## config.mk

```make
export PLATFORM = sky130hd
export DESIGN_NAME = median_by_insertion_sort_unit
export DESIGN_NICKNAME = d
export VERILOG_FILES = /design/src/hw/rtl/msort_pkg.sv /design/src/hw/rtl/msort_cell.sv /design/src/hw/rtl/msort_chain.sv /design/src/hw/rtl/median_by_insertion_sort_unit.sv
export VERILOG_INCLUDE_DIRS = /design/src /design/src/hw/rtl
export SDC_FILE = /design/constraint.sdc
export NUM_CORES = 2
export LEC_CHECK = 0
export BUFFER_PORTS_ARGS = -buffer_cell sky130_fd_sc_hd__buf_2
export CAP_MARGIN = 15
export CORE_UTILIZATION = 45
export CTS_CLUSTER_SIZE = 10
export DETAILED_ROUTE_END_ITERATION = 10
export PLACE_DENSITY = 0.58
export SYNTH_ARGS = -nofsm -noshare
export SYNTH_HDL_FRONTEND = slang
export SYNTH_SLANG_ARGS = --single-unit
```

## constraint.sdc

```tcl
create_clock -name clock -period 7.4 [get_ports clock]
set_clock_uncertainty 0.1 [all_clocks]
set_input_delay 1.48 -clock clock [delete_from_list [all_inputs] [get_ports clock]]
set_output_delay 1.48 -clock clock [all_outputs]
set_load 0.01 [all_outputs]
```

## src/hw/rtl/median_by_insertion_sort_unit_assert.svh

```systemverilog
// Assertion macros for the median insertion-sort unit.
// Used by median_by_insertion_sort_unit; depends on nothing else.
`ifndef MEDIAN_BY_INSERTION_SORT_UNIT_ASSERT_SVH
`define MEDIAN_BY_INSERTION_SORT_UNIT_ASSERT_SVH

`ifndef ASSERT_OFF
`define MSORT_ASSERT_IMP(lbl, clk, rst, pre, post, msg) \
   lbl: assert property (@(posedge clk) disable iff (rst) (pre) |-> (post)) else $error(msg);
`define MSORT_ASSERT_NEXT(lbl, clk, rst, pre, post, msg) \
   lbl: assert property (@(posedge clk) disable iff (rst) (pre) |=> (post)) else $error(msg);
`else
`define MSORT_ASSERT_IMP(lbl, clk, rst, pre, post, msg)
`define MSORT_ASSERT_NEXT(lbl, clk, rst, pre, post, msg)
`endif

`endif

```

## src/hw/rtl/msort_pkg.sv

```systemverilog
// Shared types and constants for the median insertion-sort unit.
// No dependencies.
package msort_pkg;

   localparam int MaxSamples   = 64;
   localparam int SampleW      = 16;
   localparam int MedianW      = 17;
   localparam int SampleCountW = 7;
   localparam int CountW       = $clog2(MaxSamples + 1);
   localparam int RemainW      = CountW - 1;

   typedef logic signed [SampleW-1:0] sample_type;
   typedef logic [CountW-1:0]         count_type;
   typedef logic [RemainW-1:0]        remain_type;

   typedef struct packed {
      sample_type sample;
      logic       last;
   } req_type;

   typedef struct packed {
      logic signed [MedianW-1:0] median_halves;
      logic [SampleCountW-1:0]   sample_count;
      logic                      overflow;
   } rsp_type;

   typedef struct packed {
      logic       insert;
      logic       shift;
      sample_type key;
   } cell_ctrl_type;

   typedef enum logic {
      MSORT_IDLE,
      MSORT_DRAIN
   } state_type;

endpackage

```

## src/hw/rtl/msort_cell.sv

```systemverilog
// One cell of the sorted insertion chain: holds one sample.
// Depends on msort_pkg.
module msort_cell (
   input  logic                     clock,
   input  msort_pkg::cell_ctrl_type ctrl,
   input  logic                     occupied,
   input  logic                     left_gt,
   input  msort_pkg::sample_type    left_val,
   input  msort_pkg::sample_type    right_val,
   output logic                     gt,
   output msort_pkg::sample_type    val
);

   msort_pkg::sample_type val_ff;
   msort_pkg::sample_type val_in;

   assign gt  = !occupied || (val_ff > ctrl.key);
   assign val = val_ff;

   always_comb begin
      priority if (ctrl.shift) begin
         val_in = right_val;
      end else if (ctrl.insert && gt) begin
         val_in = left_gt ? left_val : ctrl.key;
      end else begin
         val_in = val_ff;
      end
   end

   always_ff @(posedge clock) begin
      val_ff <= val_in;
   end

endmodule

```

## src/hw/rtl/msort_chain.sv

```systemverilog
// Row of msort_cell instances forming an ascending sorted store.
// Depends on msort_pkg and msort_cell.
module msort_chain (
   input  logic                     clock,
   input  msort_pkg::cell_ctrl_type ctrl,
   input  msort_pkg::count_type     count,
   output msort_pkg::sample_type    head0,
   output msort_pkg::sample_type    head1
);

   msort_pkg::sample_type vals [msort_pkg::MaxSamples];
   logic                  gts  [msort_pkg::MaxSamples];

   for (genvar i = 0; i < msort_pkg::MaxSamples; i++) begin : g_cell
      logic                  occ;
      logic                  lgt;
      msort_pkg::sample_type lval;
      msort_pkg::sample_type rval;

      assign occ = msort_pkg::CountW'(i) < count;

      if (i == 0) begin : g_first
         assign lgt  = 1'b0;
         assign lval = ctrl.key;
      end else begin : g_inner
         assign lgt  = gts[i-1];
         assign lval = vals[i-1];
      end

      if (i == msort_pkg::MaxSamples - 1) begin : g_end
         assign rval = vals[i];
      end else begin : g_mid
         assign rval = vals[i+1];
      end

      msort_cell u_cell (
         .clock     (clock),
         .ctrl      (ctrl),
         .occupied  (occ),
         .left_gt   (lgt),
         .left_val  (lval),
         .right_val (rval),
         .gt        (gts[i]),
         .val       (vals[i])
      );
   end

   assign head0 = vals[0];
   assign head1 = vals[1];

endmodule

```

## src/hw/rtl/median_by_insertion_sort_unit.sv

```systemverilog
// Median by insertion sort: samples enter a chain of 64 sorting cells, one per cycle while not busy.
// After the transfer of a last sample the chain shifts down one place a cycle to bring the middle
// to its head; the median and the rsp_valid strobe are then registered.
// Throughput: one sample per cycle within a set; busy holds during the shift-down.
// Reset (synchronous, active high) empties the set and clears the overflow flag and strobe.
// Results cannot be stalled; rsp_valid is high for exactly one cycle per set.
`include "median_by_insertion_sort_unit_assert.svh"
module median_by_insertion_sort_unit (
   input  logic               clock,
   input  logic               reset,
   input  logic               start,
   output logic               busy,
   input  msort_pkg::req_type req_item,
   output logic               rsp_valid,
   output msort_pkg::rsp_type rsp_item
);

   msort_pkg::state_type     state_ff;
   msort_pkg::state_type     state_in;
   msort_pkg::count_type     count_ff;
   msort_pkg::count_type     count_in;
   logic                     dropped_ff;
   logic                     dropped_in;
   msort_pkg::remain_type    remain_ff;
   msort_pkg::remain_type    remain_in;
   logic                     rsp_valid_ff;
   logic                     rsp_valid_in;
   msort_pkg::rsp_type       rsp_item_ff;
   msort_pkg::rsp_type       rsp_item_in;

   msort_pkg::cell_ctrl_type ctrl;
   msort_pkg::sample_type    head0;
   msort_pkg::sample_type    head1;
   msort_pkg::count_type     count_new;
   msort_pkg::count_type     half_new;
   logic                     accept;
   logic                     full;
   logic signed [msort_pkg::MedianW-1:0] med_a;
   logic signed [msort_pkg::MedianW-1:0] med_b;

   msort_chain u_chain (
      .clock (clock),
      .ctrl  (ctrl),
      .count (count_ff),
      .head0 (head0),
      .head1 (head1)
   );

   assign busy      = (state_ff != msort_pkg::MSORT_IDLE);
   assign accept    = start && !busy;
   assign full      = (count_ff == msort_pkg::CountW'(msort_pkg::MaxSamples));
   assign count_new = full ? count_ff : count_ff + msort_pkg::CountW'(1);
   assign half_new  = (count_new - msort_pkg::CountW'(1)) >> 1;
   assign med_a     = {head0[msort_pkg::SampleW-1], head0};
   assign med_b     = count_ff[0] ? {head0[msort_pkg::SampleW-1], head0}
                                  : {head1[msort_pkg::SampleW-1], head1};

   always_comb begin
      state_in                  = state_ff;
      count_in                  = count_ff;
      dropped_in                = dropped_ff;
      remain_in                 = remain_ff;
      rsp_valid_in              = 1'b0;
      rsp_item_in               = rsp_item_ff;
      ctrl.key                  = req_item.sample;
      ctrl.insert               = 1'b0;
      ctrl.shift                = 1'b0;
      unique case (state_ff)
         msort_pkg::MSORT_IDLE: begin
            if (accept) begin
               ctrl.insert = !full;
               count_in    = count_new;
               dropped_in  = dropped_ff || full;
               if (req_item.last) begin
                  remain_in = half_new[msort_pkg::RemainW-1:0];
                  state_in  = msort_pkg::MSORT_DRAIN;
               end
            end
         end
         msort_pkg::MSORT_DRAIN: begin
            if (remain_ff != '0) begin
               ctrl.shift = 1'b1;
               remain_in  = remain_ff - msort_pkg::RemainW'(1);
            end else begin
               rsp_valid_in               = 1'b1;
               rsp_item_in.median_halves  = med_a + med_b;
               rsp_item_in.sample_count   = msort_pkg::SampleCountW'(count_ff);
               rsp_item_in.overflow       = dropped_ff;
               count_in                   = '0;
               dropped_in                 = 1'b0;
               state_in                   = msort_pkg::MSORT_IDLE;
            end
         end
         default: begin
            state_in = msort_pkg::MSORT_IDLE;
         end
      endcase
   end

   always_ff @(posedge clock) begin
      if (reset) begin
         state_ff     <= msort_pkg::MSORT_IDLE;
         count_ff     <= '0;
         dropped_ff   <= 1'b0;
         remain_ff    <= '0;
         rsp_valid_ff <= 1'b0;
      end else begin
         state_ff     <= state_in;
         count_ff     <= count_in;
         dropped_ff   <= dropped_in;
         remain_ff    <= remain_in;
         rsp_valid_ff <= rsp_valid_in;
      end
   end

   always_ff @(posedge clock) begin
      rsp_item_ff <= rsp_item_in;
   end

   assign rsp_valid = rsp_valid_ff;
   assign rsp_item  = rsp_item_ff;

   `MSORT_ASSERT_IMP(a_count_bound, clock, reset, 1'b1,
      count_ff <= msort_pkg::CountW'(msort_pkg::MaxSamples), "count above capacity")
   `MSORT_ASSERT_IMP(a_rsp_nonempty, clock, reset, rsp_valid_ff,
      rsp_item_ff.sample_count != '0, "result from an empty set")
   `MSORT_ASSERT_NEXT(a_drain_done, clock, reset,
      (state_ff == msort_pkg::MSORT_DRAIN) && (remain_ff == '0), rsp_valid_ff, "missing result")
   `MSORT_ASSERT_NEXT(a_strobe_single, clock, reset, rsp_valid_ff, !rsp_valid_ff,
      "result strobe longer than one cycle")

endmodule
```

==> metrics.txt <==
Wirelength per Cell=between 20 and 30 um; CTS Sinks=~1,100; Buffers on Ports=46; PwrDens=roughly 240 nW/um^2; total power=~21 mW; First DRT Iteration DRCs=around 8,500; Filler Cell Count=16,134; Synth Register Bits=1,065; final period utilization=between 70% and 80%; all-layer global routing usage=roughly a third; Hold Worst Slack=about 0.38 ns; Slew Viols, Final=0; library cells used by synthesis=between 80 and 90; Crit. End Element=flip-flop; grt peak-use layer=met2; ys async rst share=0%; Clk pwr share=a little under a third; count leader, synth=edfxtp_1; hold violation count in the final report=0; Layout Utilization=about half; grt met1 use=around 45%; sequential area share after synthesis=slightly below 40%; storage element area=31,800 sq um; Post-synth top flop=edfxtp_1; setup violators final=0; I/O pins=47; Slew HR=21.4%; M2 GR Usage=roughly 48%; CTS buffer count=138; final non-filler cell total=about 10,000; CP startpoint kind=input port; TNS Setup=0 ns; Avg Cell Area, Syn=9.97 sq um; Placed Instances=~10,000; cell row count=approximately 150; Tightest Pin Transition=about 1.2 ns; Hold Path Class=flip-flop to flip-flop; number of max-cap violations=0; starting density of the core=between 40% and 50%; r2r setup slk=approximately 2.9 ns; die area=between 150,000 and 200,000 sq um; R2R depth=8; initial antenna violation count=6; cell internal pwr=~14 mW; status=finished with violations; routed vias=68,124; cts hold-fix bufs=0; Reg clk slew, reported paths=approximately 0.05 ns; CP max FO=32; routing usage on met3=under 10%; RSZ-0062 raised after global routing=no; worst skew pair latency=around 0.80 ns; Max Fclk=between 150 and 200 MHz; largest area contributor in the netlist=edfxtp_1; Core Footprint=roughly 180,000 sq um; area growth from synthesis to layout=8.94%; Multi-input gate area=between 40,000 and 50,000 sq um; failing checks=design-rule violations; synthesized cell area=80,000 sq um; largest net degree at the start of global routing=around 240; combinational share of power=about 25%; crit path kind=input port to flip-flop; synth cell count leaders=edfxtp_1 (1,049), ha_1 (1,045), a21oi_1 (833); Die W=about 420 um; Setup Fix Bufs, Post-CTS=0; Static Leak=about 34 nW; YS warnings=0; Net Sw Frac=about a third; routed vias/inst=between 6 and 7; detailed placer's ending HPWL=202,000 um; capturing point of the worst reg2reg path=u_chain.g_cell[44].u_cell.val[6]$_DFFE_PP_; Synth area leaders=edfxtp_1 (39%), ha_1 (16%), mux2i_1 (9.0%); Final #Nets=~8,900; gr ovfl total=0; Syn Inst Count=approximately 8,000; Hold Path Origin=remain_ff[1]$_SDFFE_PP0P_; Final min period=about 5.2 ns; crit path DAT=5.63 ns; WL final=about 300,000 um; WP data required=roughly 7.8 ns; Psw=between 7 and 8 mW; peak supply drop=about 230 uV; Reg power frac=around 44%; Net Count, Synth=approximately 9,100; r2r startpoint=count_ff[3]$_SDFFE_PP0P_; TritonCTS clock tree=built; first-pass GRT wire length=about 430,000 um; DIE HEIGHT=about 420 um; share of cells above drive strength 1=approximately 8.5%; hold depth=2; DRC Markers=6; Post-DRT Antenna Nets=0; post_cts resized=0; Clock Tree Root=clkbuf_16; # H-tree levels=4; Min-Delay Endpoint=remain_ff[1]$_SDFFE_PP0P_; area share of the largest cell type after synthesis=between 30 and 40%; vias in the first global route=~65,000; drt pass-1 iters=11; gpl congestion=0.931; CTS Buffer Depth=3; number of flops mapped to enable cells by yosys=around 1,000
## how the worst max path moves through the flow
stage,startpoint,to,slack (ns),cells past startpoint
after global placement,req_item[2],u_chain.g_cell[54].u_cell.val[9]$_DFFE_PP_,1.44,11
after global routing,req_item[13],u_chain.g_cell[52].u_cell.val[4]$_DFFE_PP_,2.05,11
final,req_item[5],u_chain.g_cell[18].u_cell.val[5]$_DFFE_PP_,2.19,11
after CTS,req_item[5],u_chain.g_cell[18].u_cell.val[5]$_DFFE_PP_,2.30,11
after floorplan,req_item[16],u_chain.g_cell[18].u_cell.val[0]$_DFFE_PP_,1.06,11
after detailed placement,req_item[2],u_chain.g_cell[52].u_cell.val[7]$_DFFE_PP_,1.49,11
## routing by layer
metal	wire length, um	share of wire [%]	vias up
met1	129000	43	33374
met4	13900	4.7	4
li1	-	-	30496
met2	127000	43	3585
met3	27200	9.2	665
met5	32	0.011	-
## state kept, by name, summed over array words and instances, names as in the netlist
signal	flops
remain_ff	6
dropped_ff	1
count_ff	7
busy	1
rsp_valid	1
rsp_item	25
u_chain.g_cell.u_cell.val	1024
## per-stage QoR
stage | area (sq um) | setup slack (ns)
floorplan | 80000 | 1.06
global placement | 83000 | 1.44
detailed placement | 83100 | 1.49
CTS | 87100 | 2.30
global route | 87200 | 2.05
finish | 87200 | 2.19
## cell type report
| cell class | count | share of cell area (%) |
|---|---|---|
| multi-input combinational | 6248 | 52.2 |
| timing repair buffer | 263 | 2.53 |
| antenna | 2 | 0.00574 |
| clock inverter | 45 | 0.403 |
| tap | 2340 | 3.36 |
| clock buffer | 182 | 4.26 |
| sequential | 1065 | 36.5 |
| inverter | 165 | 0.753 |
## worst max-delay path, cell delays in order
cell and delay [ns]:
buf_4 0.54, inv_4 0.50, buf_12 0.37, ha_1 0.31, nand4_1 0.12, or4_1 0.51
nand2_1 0.09, a2bb2oi_1 0.15, o211a_1 0.75, o21ai_1 0.39, buf_4 0.32
## kinds of logic after synthesis
family                     share of synthesized area, %
AOI/OAI and AO/OA                                  17.1
xor gates and xnor gates                          0.252
adders and majority gates                          16.4
buffers and inverters                              3.78
DFF                                                39.8
muxes                                              9.48
and+or+nand+nor                                    13.3
## power groups by stage
stage	Sequential (mW)	Combinational (mW)	Clock, mW
CTS	9.08	5.00	6.47
detailed placement	9.20	4.98	0
global placement	9.21	4.78	0
finish	9.16	5.10	6.42
floorplan	8.56	3.60	0
global route	9.18	5.66	6.68
## layout by cell type, fill, tap and decap left out, types with 79 or more instances in the layout
master	Yosys	layout
a21o_1	155	155
a21oi_1	833	818
buf_4	22	205
clkbuf_16	0	141
edfxtp_1	1049	1049
ha_1	1045	1045
inv_1	164	149
mux2i_1	722	722
nand2_1	657	656
nand2b_1	130	130
nand3_1	114	114
nand4_1	252	252
nor2_1	566	564
nor2b_1	79	79
nor3_1	152	148
o21ai_0	627	584
o221a_2	114	114
Power figures use the tool's default switching activity.
